File: src/rtl/tr_pkg.sv
// ----------------------------------------------------------------------------
// tr_pkg
// Shared types and defaults for the triangle rasterizer.
// ----------------------------------------------------------------------------
package tr_pkg;

  localparam int COORD_BITS_DEF = 12;
  localparam int FRAC_BITS_DEF  = 16;

  typedef enum logic [1:0] {
    ST_IDLE,
    ST_INIT,
    ST_DIV,
    ST_POINT
  } state_t;

  typedef enum logic [2:0] {
    PH_LINE0,
    PH_LINE1,
    PH_LINE2,
    PH_FILL,
    PH_DONE
  } phase_t;

  typedef enum logic [1:0] {
    OUT_ZERO,
    OUT_LINE,
    OUT_FILL,
    OUT_DONE
  } out_sel_t;

  typedef struct packed {
    logic     load;
    logic     init_step;
    logic     line_start;
    logic     line_point;
    logic     fill_point;
    logic     emit;
    out_sel_t out_sel;
  } cmd_t;

  typedef struct packed {
    logic out_free;
    logic need_start;
    logic in_line;
    logic in_fill;
    logic init_done;
    logic div_done;
  } status_t;

endpackage

File: src/rtl/tr_div.sv
// ----------------------------------------------------------------------------
// tr_div
// Restoring divider, one quotient bit per cycle.
// ----------------------------------------------------------------------------
module tr_div #(
  parameter int COORD_BITS = tr_pkg::COORD_BITS_DEF,
  parameter int FRAC_BITS  = tr_pkg::FRAC_BITS_DEF
) (
  input  logic                            clk,
  input  logic                            rst,
  input  logic                            start,
  input  logic [COORD_BITS+FRAC_BITS:0]   dividend,
  input  logic [COORD_BITS-1:0]           divisor,
  output logic                            done,
  output logic [COORD_BITS+FRAC_BITS:0]   quot
);

  localparam int DW = COORD_BITS + FRAC_BITS + 1;
  localparam int CNTW = $clog2(DW + 1);

  logic                  busy;
  logic [CNTW-1:0]       cnt;
  logic [DW-1:0]         n;
  logic [COORD_BITS-1:0] r;
  logic [COORD_BITS-1:0] d;
  logic [COORD_BITS:0]   trial;
  logic [COORD_BITS:0]   diff;
  logic                  ge;

  assign trial = {r, n[DW-1]};
  assign diff  = trial - {1'b0, d};
  assign ge    = trial >= {1'b0, d};
  assign quot  = n;

  always_ff @(posedge clk) begin
    if (rst) begin
      busy <= 1'b0;
      done <= 1'b0;
      cnt  <= '0;
    end else begin
      done <= 1'b0;
      if (start) begin
        busy <= 1'b1;
        cnt  <= CNTW'(DW);
      end else if (busy) begin
        cnt <= cnt - 1'b1;
        if (cnt == CNTW'(1)) begin
          busy <= 1'b0;
          done <= 1'b1;
        end
      end
    end
  end

  // quotient bits shift into n from the bottom as dividend bits leave the top
  always_ff @(posedge clk) begin
    if (start) begin
      n <= dividend;
      r <= '0;
      d <= divisor;
    end else if (busy) begin
      r <= ge ? diff[COORD_BITS-1:0] : trial[COORD_BITS-1:0];
      n <= {n[DW-2:0], ge};
    end
  end

endmodule

File: src/rtl/tr_ctrl.sv
// ----------------------------------------------------------------------------
// tr_ctrl
// Sequencer: takes items, issues datapath commands, waits on units.
// ----------------------------------------------------------------------------
module tr_ctrl (
  input  logic             clk,
  input  logic             rst,
  input  logic             in_valid,
  input  logic             action,
  output logic             in_ready,
  input  tr_pkg::status_t  sts,
  output tr_pkg::cmd_t     cmd
);

  tr_pkg::state_t state, state_next;
  logic           xfer;

  assign xfer = in_valid && in_ready;

  always_ff @(posedge clk) begin
    if (rst) begin
      state <= tr_pkg::ST_IDLE;
    end else begin
      state <= state_next;
    end
  end

  always_comb begin
    state_next = state;
    case (state)
      tr_pkg::ST_IDLE: begin
        if (xfer) begin
          if (!action) begin
            state_next = tr_pkg::ST_INIT;
          end else if (sts.need_start) begin
            state_next = tr_pkg::ST_DIV;
          end
        end
      end
      tr_pkg::ST_INIT: begin
        if (sts.init_done) state_next = tr_pkg::ST_IDLE;
      end
      tr_pkg::ST_DIV: begin
        if (sts.div_done) state_next = tr_pkg::ST_POINT;
      end
      tr_pkg::ST_POINT: state_next = tr_pkg::ST_IDLE;
      default: state_next = tr_pkg::ST_IDLE;
    endcase
  end

  always_comb begin
    in_ready = 1'b0;
    cmd      = '0;
    cmd.out_sel = tr_pkg::OUT_ZERO;
    case (state)
      tr_pkg::ST_IDLE: begin
        in_ready = sts.out_free;
        if (xfer) begin
          if (!action) begin
            cmd.load = 1'b1;
          end else if (sts.need_start) begin
            cmd.line_start = 1'b1;
          end else if (sts.in_line) begin
            cmd.line_point = 1'b1;
            cmd.emit       = 1'b1;
            cmd.out_sel    = tr_pkg::OUT_LINE;
          end else if (sts.in_fill) begin
            cmd.fill_point = 1'b1;
            cmd.emit       = 1'b1;
            cmd.out_sel    = tr_pkg::OUT_FILL;
          end else begin
            cmd.emit    = 1'b1;
            cmd.out_sel = tr_pkg::OUT_DONE;
          end
        end
      end
      tr_pkg::ST_INIT: begin
        cmd.init_step = 1'b1;
        if (sts.init_done) begin
          cmd.emit    = 1'b1;
          cmd.out_sel = tr_pkg::OUT_ZERO;
        end
      end
      tr_pkg::ST_DIV: begin
      end
      tr_pkg::ST_POINT: begin
        cmd.line_point = 1'b1;
        cmd.emit       = 1'b1;
        cmd.out_sel    = tr_pkg::OUT_LINE;
      end
      default: begin
      end
    endcase
  end

endmodule

File: src/rtl/tr_dp.sv
// ----------------------------------------------------------------------------
// tr_dp
// Datapath: triangle store, DDA line stepper, incremental edge-function
// scan and the output register.
// ----------------------------------------------------------------------------
module tr_dp #(
  parameter int COORD_BITS = tr_pkg::COORD_BITS_DEF,
  parameter int FRAC_BITS  = tr_pkg::FRAC_BITS_DEF
) (
  input  logic                  clk,
  input  logic                  rst,
  input  tr_pkg::cmd_t          cmd,
  output tr_pkg::status_t       sts,
  input  logic [COORD_BITS-1:0] ax,
  input  logic [COORD_BITS-1:0] ay,
  input  logic [COORD_BITS-1:0] bx,
  input  logic [COORD_BITS-1:0] by_coord,
  input  logic [COORD_BITS-1:0] cx,
  input  logic [COORD_BITS-1:0] cy,
  input  logic                  fill_on,
  input  logic [31:0]           pen_color,
  output logic                  out_valid,
  input  logic                  out_ready,
  output logic [COORD_BITS-1:0] pixel_x,
  output logic [COORD_BITS-1:0] pixel_y,
  output logic [31:0]           pixel_color,
  output logic                  write_pixel,
  output logic                  finished
);

  localparam int C   = COORD_BITS;
  localparam int F   = FRAC_BITS;
  localparam int SW  = C + 1;
  localparam int ACC = C + F + 2;
  localparam int STW = F + 2;
  localparam int DW  = C + F + 1;
  localparam int PW  = 2 * SW;
  localparam int EW  = 2 * C + 3;

  // triangle
  logic [C-1:0]          vx [3];
  logic [C-1:0]          vy [3];
  logic signed [SW-1:0]  da [3];   // dE/dx of each edge
  logic signed [SW-1:0]  db [3];   // -dE/dy of each edge
  logic                  fill_flag;
  logic [31:0]           color;
  logic [C-1:0]          xmin, xmax, ymin, ymax;

  // line stepper
  tr_pkg::phase_t        phase;
  logic                  line_started;
  logic signed [ACC-1:0] x_acc, y_acc;
  logic signed [STW-1:0] x_step, y_step;
  logic [C-1:0]          line_count, line_length;
  logic                  x_neg, y_neg, len_zero;

  // fill scan
  logic [C-1:0]          scan_x, scan_y;
  logic signed [EW-1:0]  ea [3];
  logic signed [EW-1:0]  er [3];
  logic signed [PW-1:0]  prod;
  logic [2:0]            init_k;

  function automatic logic [C-1:0] min3(input logic [C-1:0] a, b, c);
    logic [C-1:0] m;
    m = (a < b) ? a : b;
    return (m < c) ? m : c;
  endfunction

  function automatic logic [C-1:0] max3(input logic [C-1:0] a, b, c);
    logic [C-1:0] m;
    m = (a > b) ? a : b;
    return (m > c) ? m : c;
  endfunction

  function automatic logic [C-1:0] round_acc(input logic signed [ACC-1:0] a);
    logic signed [ACC-1:0]   v;
    logic signed [ACC-F-1:0] p;
    v = a + $signed({{(ACC-F){1'b0}}, 1'b1, {(F-1){1'b0}}});
    p = v[ACC-1:F];
    if (v < 0) return '0;
    if (p > $signed({2'b00, {C{1'b1}}})) return {C{1'b1}};
    return p[C-1:0];
  endfunction

  function automatic logic signed [EW-1:0] sext_d(input logic signed [SW-1:0] d);
    return {{(EW-SW){d[SW-1]}}, d};
  endfunction

  // ---------------- line start: endpoints, lengths, divider operands
  logic [1:0]            ia, ib;
  logic signed [SW-1:0]  dx, dy;
  logic [C-1:0]          adx, ady, steps;
  logic [DW-1:0]         x_dvd, y_dvd;
  logic                  xdiv_done, ydiv_done;
  logic [DW-1:0]         x_quot, y_quot;
  logic signed [STW-1:0] x_qs, y_qs;

  always_comb begin
    case (phase)
      tr_pkg::PH_LINE0: begin ia = 2'd0; ib = 2'd1; end
      tr_pkg::PH_LINE1: begin ia = 2'd1; ib = 2'd2; end
      tr_pkg::PH_LINE2: begin ia = 2'd2; ib = 2'd0; end
      default:          begin ia = 2'd0; ib = 2'd1; end
    endcase
  end

  assign dx    = $signed({1'b0, vx[ib]}) - $signed({1'b0, vx[ia]});
  assign dy    = $signed({1'b0, vy[ib]}) - $signed({1'b0, vy[ia]});
  assign adx   = dx[SW-1] ? C'(-dx) : dx[C-1:0];
  assign ady   = dy[SW-1] ? C'(-dy) : dy[C-1:0];
  assign steps = (adx > ady) ? adx : ady;
  assign x_dvd = {1'b0, adx, {F{1'b0}}} + {{(DW-C+1){1'b0}}, steps[C-1:1]};
  assign y_dvd = {1'b0, ady, {F{1'b0}}} + {{(DW-C+1){1'b0}}, steps[C-1:1]};

  tr_div #(.COORD_BITS(C), .FRAC_BITS(F)) u_xdiv (
    .clk(clk), .rst(rst), .start(cmd.line_start),
    .dividend(x_dvd), .divisor(steps), .done(xdiv_done), .quot(x_quot)
  );

  tr_div #(.COORD_BITS(C), .FRAC_BITS(F)) u_ydiv (
    .clk(clk), .rst(rst), .start(cmd.line_start),
    .dividend(y_dvd), .divisor(steps), .done(ydiv_done), .quot(y_quot)
  );

  assign x_qs = $signed({1'b0, x_quot[F:0]});
  assign y_qs = $signed({1'b0, y_quot[F:0]});

  // ---------------- line point
  logic [C-1:0] line_px, line_py;
  logic         line_end, line_fin;

  assign line_px  = round_acc(x_acc);
  assign line_py  = round_acc(y_acc);
  assign line_end = line_count >= line_length;
  assign line_fin = line_end && (phase == tr_pkg::PH_LINE2) && !fill_flag;

  // ---------------- fill point
  logic fill_wr, x_end, y_end, fill_fin;

  assign fill_wr = (!ea[0][EW-1] && !ea[1][EW-1] && !ea[2][EW-1]) ||
                   ((ea[0][EW-1] || ea[0] == '0) && (ea[1][EW-1] || ea[1] == '0) &&
                    (ea[2][EW-1] || ea[2] == '0));
  assign x_end    = scan_x >= xmax;
  assign y_end    = scan_y >= ymax;
  assign fill_fin = x_end && y_end;

  // ---------------- edge init: one product per cycle, then accumulate
  logic [1:0]           mi, ai;
  logic [2:0]           km1;
  logic signed [SW-1:0] opa, opb;

  assign km1 = init_k - 3'd1;

  always_comb begin
    case (init_k)
      3'd0, 3'd1: mi = 2'd0;
      3'd2, 3'd3: mi = 2'd1;
      3'd4, 3'd5: mi = 2'd2;
      default:    mi = 2'd0;
    endcase
    case (km1)
      3'd0, 3'd1: ai = 2'd0;
      3'd2, 3'd3: ai = 2'd1;
      3'd4, 3'd5: ai = 2'd2;
      default:    ai = 2'd0;
    endcase
    if (init_k[0]) begin
      opa = $signed({1'b0, ymin}) - $signed({1'b0, vy[mi]});
      opb = db[mi];
    end else begin
      opa = $signed({1'b0, xmin}) - $signed({1'b0, vx[mi]});
      opb = da[mi];
    end
  end

  always_ff @(posedge clk) begin
    if (cmd.init_step) prod <= opa * opb;
  end

  // ---------------- control-like state
  always_ff @(posedge clk) begin
    if (rst) begin
      phase        <= tr_pkg::PH_DONE;
      line_started <= 1'b0;
      init_k       <= '0;
      out_valid    <= 1'b0;
    end else begin
      if (cmd.load) begin
        phase        <= tr_pkg::PH_LINE0;
        line_started <= 1'b0;
        init_k       <= '0;
      end else if (cmd.init_step && init_k != 3'd6) begin
        init_k <= init_k + 3'd1;
      end
      if (cmd.line_start) line_started <= 1'b1;
      if (cmd.line_point && line_end) begin
        line_started <= 1'b0;
        case (phase)
          tr_pkg::PH_LINE0: phase <= tr_pkg::PH_LINE1;
          tr_pkg::PH_LINE1: phase <= tr_pkg::PH_LINE2;
          tr_pkg::PH_LINE2: phase <= fill_flag ? tr_pkg::PH_FILL : tr_pkg::PH_DONE;
          default:          phase <= tr_pkg::PH_DONE;
        endcase
      end
      if (cmd.fill_point && fill_fin) phase <= tr_pkg::PH_DONE;
      if (cmd.emit) begin
        out_valid <= 1'b1;
      end else if (out_ready) begin
        out_valid <= 1'b0;
      end
    end
  end

  // ---------------- payload registers
  always_ff @(posedge clk) begin
    if (cmd.load) begin
      vx[0] <= ax; vy[0] <= ay;
      vx[1] <= bx; vy[1] <= by_coord;
      vx[2] <= cx; vy[2] <= cy;
      da[0] <= $signed({1'b0, by_coord}) - $signed({1'b0, ay});
      da[1] <= $signed({1'b0, cy}) - $signed({1'b0, by_coord});
      da[2] <= $signed({1'b0, ay}) - $signed({1'b0, cy});
      db[0] <= $signed({1'b0, bx}) - $signed({1'b0, ax});
      db[1] <= $signed({1'b0, cx}) - $signed({1'b0, bx});
      db[2] <= $signed({1'b0, ax}) - $signed({1'b0, cx});
      fill_flag  <= fill_on;
      color      <= pen_color;
      xmin       <= min3(ax, bx, cx);
      xmax       <= max3(ax, bx, cx);
      ymin       <= min3(ay, by_coord, cy);
      ymax       <= max3(ay, by_coord, cy);
      scan_x     <= min3(ax, bx, cx);
      scan_y     <= min3(ay, by_coord, cy);
      line_count <= '0;
      for (int i = 0; i < 3; i++) begin
        ea[i] <= '0;
        er[i] <= '0;
      end
    end

    // E = (x-x1)*da - (y-y1)*db, built up term by term
    if (cmd.init_step && init_k != 3'd0) begin
      if (km1[0]) begin
        ea[ai] <= ea[ai] - {prod[PW-1], prod};
        er[ai] <= er[ai] - {prod[PW-1], prod};
      end else begin
        ea[ai] <= ea[ai] + {prod[PW-1], prod};
        er[ai] <= er[ai] + {prod[PW-1], prod};
      end
    end

    if (cmd.line_start) begin
      x_acc       <= $signed({2'b00, vx[ia], {F{1'b0}}});
      y_acc       <= $signed({2'b00, vy[ia], {F{1'b0}}});
      line_length <= steps;
      line_count  <= '0;
      x_neg       <= dx[SW-1];
      y_neg       <= dy[SW-1];
      len_zero    <= (steps == '0);
    end

    if (xdiv_done) x_step <= len_zero ? '0 : (x_neg ? -x_qs : x_qs);
    if (ydiv_done) y_step <= len_zero ? '0 : (y_neg ? -y_qs : y_qs);

    if (cmd.line_point && !line_end) begin
      line_count <= line_count + 1'b1;
      x_acc      <= x_acc + {{(ACC-STW){x_step[STW-1]}}, x_step};
      y_acc      <= y_acc + {{(ACC-STW){y_step[STW-1]}}, y_step};
    end

    if (cmd.fill_point && !fill_fin) begin
      if (x_end) begin
        scan_y <= scan_y + 1'b1;
        scan_x <= xmin;
        for (int i = 0; i < 3; i++) begin
          er[i] <= er[i] - sext_d(db[i]);
          ea[i] <= er[i] - sext_d(db[i]);
        end
      end else begin
        scan_x <= scan_x + 1'b1;
        for (int i = 0; i < 3; i++) begin
          ea[i] <= ea[i] + sext_d(da[i]);
        end
      end
    end

    if (cmd.emit) begin
      case (cmd.out_sel)
        tr_pkg::OUT_LINE: begin
          pixel_x     <= line_px;
          pixel_y     <= line_py;
          pixel_color <= color;
          write_pixel <= 1'b1;
          finished    <= line_fin;
        end
        tr_pkg::OUT_FILL: begin
          pixel_x     <= scan_x;
          pixel_y     <= scan_y;
          pixel_color <= color;
          write_pixel <= fill_wr;
          finished    <= fill_fin;
        end
        tr_pkg::OUT_DONE: begin
          pixel_x     <= '0;
          pixel_y     <= '0;
          pixel_color <= '0;
          write_pixel <= 1'b0;
          finished    <= 1'b1;
        end
        default: begin
          pixel_x     <= '0;
          pixel_y     <= '0;
          pixel_color <= '0;
          write_pixel <= 1'b0;
          finished    <= 1'b0;
        end
      endcase
    end
  end

  assign sts.out_free   = !out_valid || out_ready;
  assign sts.in_line    = (phase == tr_pkg::PH_LINE0) || (phase == tr_pkg::PH_LINE1) ||
                          (phase == tr_pkg::PH_LINE2);
  assign sts.need_start = sts.in_line && !line_started;
  assign sts.in_fill    = (phase == tr_pkg::PH_FILL);
  assign sts.init_done  = (init_k == 3'd6);
  assign sts.div_done   = xdiv_done;

endmodule

File: src/rtl/triangle_rasterizer.sv
// ----------------------------------------------------------------------------
// triangle_rasterizer
// DDA outline of edges AB, BC, CA, then optional edge-function box fill.
// ----------------------------------------------------------------------------
//  channel | handshake            | payload
//  --------+----------------------+------------------------------------------
//  input   | in_valid / in_ready  | action, ax, ay, bx, by_coord, cx, cy,
//          |                      | fill_on, pen_color
//  output  | out_valid/ out_ready | pixel_x, pixel_y, pixel_color,
//          |                      | write_pixel, finished
//
// Line and fill steps: one transfer per cycle while out_ready stays high.
// First step of each edge waits on the bit-serial increment dividers.
// Load waits on the single edge multiplier building three start
// values. rst is synchronous and clears control only. A stalled
// output holds the next input off.
module triangle_rasterizer #(
  parameter int COORD_BITS = tr_pkg::COORD_BITS_DEF,
  parameter int FRAC_BITS  = tr_pkg::FRAC_BITS_DEF
) (
  input  logic                  clk,
  input  logic                  rst,
  input  logic                  in_valid,
  output logic                  in_ready,
  input  logic                  action,
  input  logic [COORD_BITS-1:0] ax,
  input  logic [COORD_BITS-1:0] ay,
  input  logic [COORD_BITS-1:0] bx,
  input  logic [COORD_BITS-1:0] by_coord,
  input  logic [COORD_BITS-1:0] cx,
  input  logic [COORD_BITS-1:0] cy,
  input  logic                  fill_on,
  input  logic [31:0]           pen_color,
  output logic                  out_valid,
  input  logic                  out_ready,
  output logic [COORD_BITS-1:0] pixel_x,
  output logic [COORD_BITS-1:0] pixel_y,
  output logic [31:0]           pixel_color,
  output logic                  write_pixel,
  output logic                  finished
);

  tr_pkg::cmd_t    cmd;
  tr_pkg::status_t sts;

  tr_ctrl u_ctrl (
    .clk(clk), .rst(rst), .in_valid(in_valid), .action(action),
    .in_ready(in_ready), .sts(sts), .cmd(cmd)
  );

  tr_dp #(.COORD_BITS(COORD_BITS), .FRAC_BITS(FRAC_BITS)) u_dp (
    .clk(clk), .rst(rst), .cmd(cmd), .sts(sts),
    .ax(ax), .ay(ay), .bx(bx), .by_coord(by_coord), .cx(cx), .cy(cy),
    .fill_on(fill_on), .pen_color(pen_color),
    .out_valid(out_valid), .out_ready(out_ready),
    .pixel_x(pixel_x), .pixel_y(pixel_y), .pixel_color(pixel_color),
    .write_pixel(write_pixel), .finished(finished)
  );

endmodule

File: config.mk
export PLATFORM = sky130hd
export DESIGN_NAME = triangle_rasterizer
export DESIGN_NICKNAME = d
export VERILOG_FILES = /design/src/rtl/tr_pkg.sv /design/src/rtl/tr_div.sv /design/src/rtl/tr_ctrl.sv /design/src/rtl/tr_dp.sv /design/src/rtl/triangle_rasterizer.sv
export SDC_FILE = /design/constraint.sdc
export NUM_CORES = 2
export LEC_CHECK = 0
export BUFFER_PORTS_ARGS = -buffer_cell sky130_fd_sc_hd__buf_2
export CORE_ASPECT_RATIO = 0.9
export CORE_MARGIN = 5
export CORE_UTILIZATION = 25
export DETAILED_ROUTE_END_ITERATION = 12
export PLACE_DENSITY = 0.38
export SYNTH_ARGS = -nofsm -noshare
export SYNTH_HDL_FRONTEND = slang
export SYNTH_SLANG_ARGS = --single-unit
File: constraint.sdc
create_clock -name clk -period 17.1 [get_ports clk]
set_input_delay 1.71 -clock clk [delete_from_list [all_inputs] [get_ports clk]]
set_output_delay 1.71 -clock clk [all_outputs]
set_load 0.01 [all_outputs]
==> flow_summary_export.csv <==
group,metric,value,unit
status,status,"completed",
yosys,synth_sequential_area_ratio,34.1,%
critical_path,startpoint_type,"register",
cts,post_cts_buffers,0,
cts,cts_root_buffer,"clkbuf_16",
routing,route.detailed.vias_per_inst,5.03,
critical_path,critical_path.max_fanout,53,
finish,final_nets,7784,
yosys,synth_area_leader_cell,"edfxtp_1",
finish,post_route_cells_drive_above_1_share,8.48,%
critical_path,crit_top_cell,"fa_1",
global_route,gr-total-overflow,0,
critical_path,timing.critical_path.slowest_stage_cell,"buf_4",
cts,clock_sink_count,730,
sta,f_max,93.9,MHz
placement,gp_congestion,0.894,
die,io_pins,170,
yosys,synth_nets,7660,
cts,htree_levels,3,
yosys,postSynth.asyncResetShare,0,%
global_route,largest_net_degree_at_the_start_of_global_routing,143,
sta,worst-slew-pin-transition,1.29,ns
routing,remaining_drc_errors,0,
global_route,grt_pass1_wl,347,mm
critical_path,timing.critical_path.to_type,"register",
global_route,number_of_antenna_violations_at_the_first_check_in_global_routing,41,
placement,sum_of_net_half_perimeters_after_detailed_placement,192,mm
sta,layout_min_cycle_time,10.64,ns
sta,fin_tns_setup,0,ns
yosys,netlist_instances,6763,
global_route,total_routing_usage_reported_by_global_routing,17.9,%
yosys,number_of_enable_flip_flop_cells_after_synthesis,670,
sta,setup_violations,0,
critical_path,crit_arrival,11.09,ns
cts,numCtsBuffers,99,
die,die_height,484,um
yosys,synthesis.area,62500,um^2
yosys,synth.avg_cell_area,9.25,um^2
global_route,number_of_global_route_vias_before_repair,49898,
sta,drv_slew,0,
cts,cts_tree,"built",
cts,postCtsResizedCells,0,
yosys,synth-warning-count,0,
critical_path,critPathRequiredTime,17.55,ns
routing,num_vias,51951,
finish,areaGrowthSynthToFinish,13.1,%
critical_path,timing.setup.critical_path_class,"reg -> reg",
sta,grt_setup_unrepaired,"no",
yosys,synth.ff_latch_count,730,
die,floorplan.die.width,537,um
die,placement_rows,174,
placement,port_bufs,169,
cts,clock_tree.buffer_depth,3,
cts,clk_pin_slew,0.06,ns
yosys,ys_types,108,
worst_hold_path,worst_hold_path_type,"reg -> reg",
cts,cts-hold-fix-buffers,0,
routing,avgRoutedWirePerCell,23.4,um
sta,holdWs,0.493,ns
routing,postRouteAntennaNets,0,
yosys,ys_dominant_reg_cell,"edfxtp_1",
die,core_area,249000,um^2
routing,initialDrtViolationCount,4704,
routing,drt_wl_total,241,mm
die,die_outline_area,260000,um^2
yosys,synthTopCellsByArea,"edfxtp_1, ha_1, fa_1, nand2_1, o21ai_0",
sta,post-route-period-util,62.2,%
critical_path,crit_path_max_incr_delay,0.68,ns
die,floorplan.initialDensity,25.1,%
sta,final_hold_viol_count,0,
yosys,synth_largest_type_area_fraction,32.2,%
yosys,synthMostInstantiatedCell,"nand2_1",
sta,clock_skew,0.0592,ns
cts,clock_latency,0.76,ns
sta,slew_headroom,13.7,%
routing,first_pass_iters,5,
run,drv.max_cap_violation_count,0,
yosys,post_synth_most_frequent_cells,"nand2_1, edfxtp_1, nor2_1",
-- worst paths after layout --
kind / startpoint / end / slack [ns] / cells past startpoint
worst max-delay path: u_dp.init_k[2] / u_dp.prod[25] / 6.46 / 33
worst min-delay path: u_dp.u_xdiv.r[1] / u_dp.u_xdiv.r[1] / 0.49 / 2
worst max register to register: u_dp.init_k[2] / u_dp.prod[25] / 6.46 / 33
worst min register to register: u_dp.u_xdiv.r[1] / u_dp.u_xdiv.r[1] / 0.49 / 2
-- cell usage in the layout (no fill, tap or decap), types with 30 or more instances in the layout --
| cell | Yosys | routed |
|---|---|---|
| a21boi_0 | 48 | 48 |
| inv_1 | 477 | 474 |
| ha_1 | 603 | 602 |
| o21a_1 | 81 | 81 |
| edfxtp_1 | 670 | 670 |
| o22ai_1 | 35 | 35 |
| nor2_1 | 614 | 606 |
| o21bai_1 | 48 | 48 |
| a211oi_1 | 77 | 77 |
| and2_1 | 90 | 88 |
| buf_4 | 3 | 79 |
| xor2_1 | 178 | 178 |
| nand4_1 | 48 | 48 |
| nor4_1 | 35 | 35 |
| mux2_2 | 71 | 71 |
| mux2i_1 | 142 | 142 |
| buf_2 | 10 | 169 |
| clkbuf_16 | 0 | 101 |
| a21oi_1 | 448 | 444 |
| or3_1 | 44 | 44 |
| o21ai_0 | 478 | 473 |
| a21o_1 | 169 | 169 |
| o211ai_1 | 30 | 30 |
| nand3_1 | 137 | 137 |
| xnor2_1 | 260 | 260 |
| and3_1 | 57 | 57 |
| fa_1 | 184 | 184 |
| o31ai_1 | 39 | 38 |
| nand2_1 | 671 | 664 |
| a31oi_1 | 76 | 75 |
| nand2b_1 | 85 | 85 |
| a22oi_1 | 39 | 39 |
| nor2b_1 | 111 | 111 |
| dfxtp_1 | 60 | 58 |
| nor3_1 | 103 | 103 |
-- critical path: cells and delay by family, from the launching register on --
family | cells | cell delay (ns)
buffers and inverters | 4 | 0.84
and+or+nand+nor | 5 | 1.38
AOI/OAI and AO/OA | 12 | 2.90
muxes | 1 | 0.59
xor gates and xnor gates | 2 | 0.22
adders and majority gates | 9 | 3.85
DFF | 1 | 0.57
-- flip-flops by register name, indices dropped and copies added, names as in the netlist, 18 cells and up --
register / cells
u_dp.prod: 26
u_dp.pixel_color: 32
u_dp.y_acc: 30
u_dp.vx: 36
u_dp.color: 32
u_dp.x_step: 18
u_dp.u_ydiv.quot: 29
u_dp.er: 81
u_dp.vy: 36
u_dp.u_xdiv.quot: 29
u_dp.ea: 81
u_dp.y_step: 18
u_dp.da: 39
u_dp.db: 39
u_dp.x_acc: 30
-- through the flow --
stage                     std cells  util (%)  area (um^2)  worst slack, ns
after CTS                     10315      28.4        70700             6.49
final                         10323      28.4        70700             6.46
after global placement        10130      27.1        67500             6.57
after detailed placement      10130      27.1        67500             6.54
after global routing          10316      28.4        70700             5.81
after floorplan                6763         -        62500             7.12
-- layer usage --
| metal | part of all wire (%) | GRT usage, % | up-vias | wire length, um |
|---|---|---|---|---|
| li1 | - | - | 24749 | - |
| met1 | 51 | 27.8 | 25467 | 123000 |
| met2 | 41 | 26.0 | 1510 | 98100 |
| met3 | 6.6 | 3.07 | 221 | 16000 |
| met4 | 1.7 | 2.95 | 4 | 4150 |
| met5 | 0.0087 | 0 | - | 21 |
-- area by class of cell --
cell class | instances | area, um^2
Antenna cell | 8 | 20.0
Clock buffer | 124 | 2670
Clock inverter | 61 | 581
Fill cell | 26509 | 179000
Inverter | 479 | 1810
Multi-Input combinational cell | 5328 | 38700
Sequential cell | 730 | 21300
Tap cell | 3344 | 4180
Timing Repair Buffer | 249 | 1460
-- cells by family after synthesis --
logic type / after synthesis / synth area share [%]
compound gates: 1812 / 18.6
xor+xnor: 438 / 6.14
simple gates: 2075 / 15.3
flops: 730 / 34.1
buf+inv: 705 / 4.28
mux: 216 / 3.62
fa+ha+maj: 787 / 18.0
Power is not shown: default switching activity piles up to over one toggle a cycle in this logic, so the estimate is an artifact.
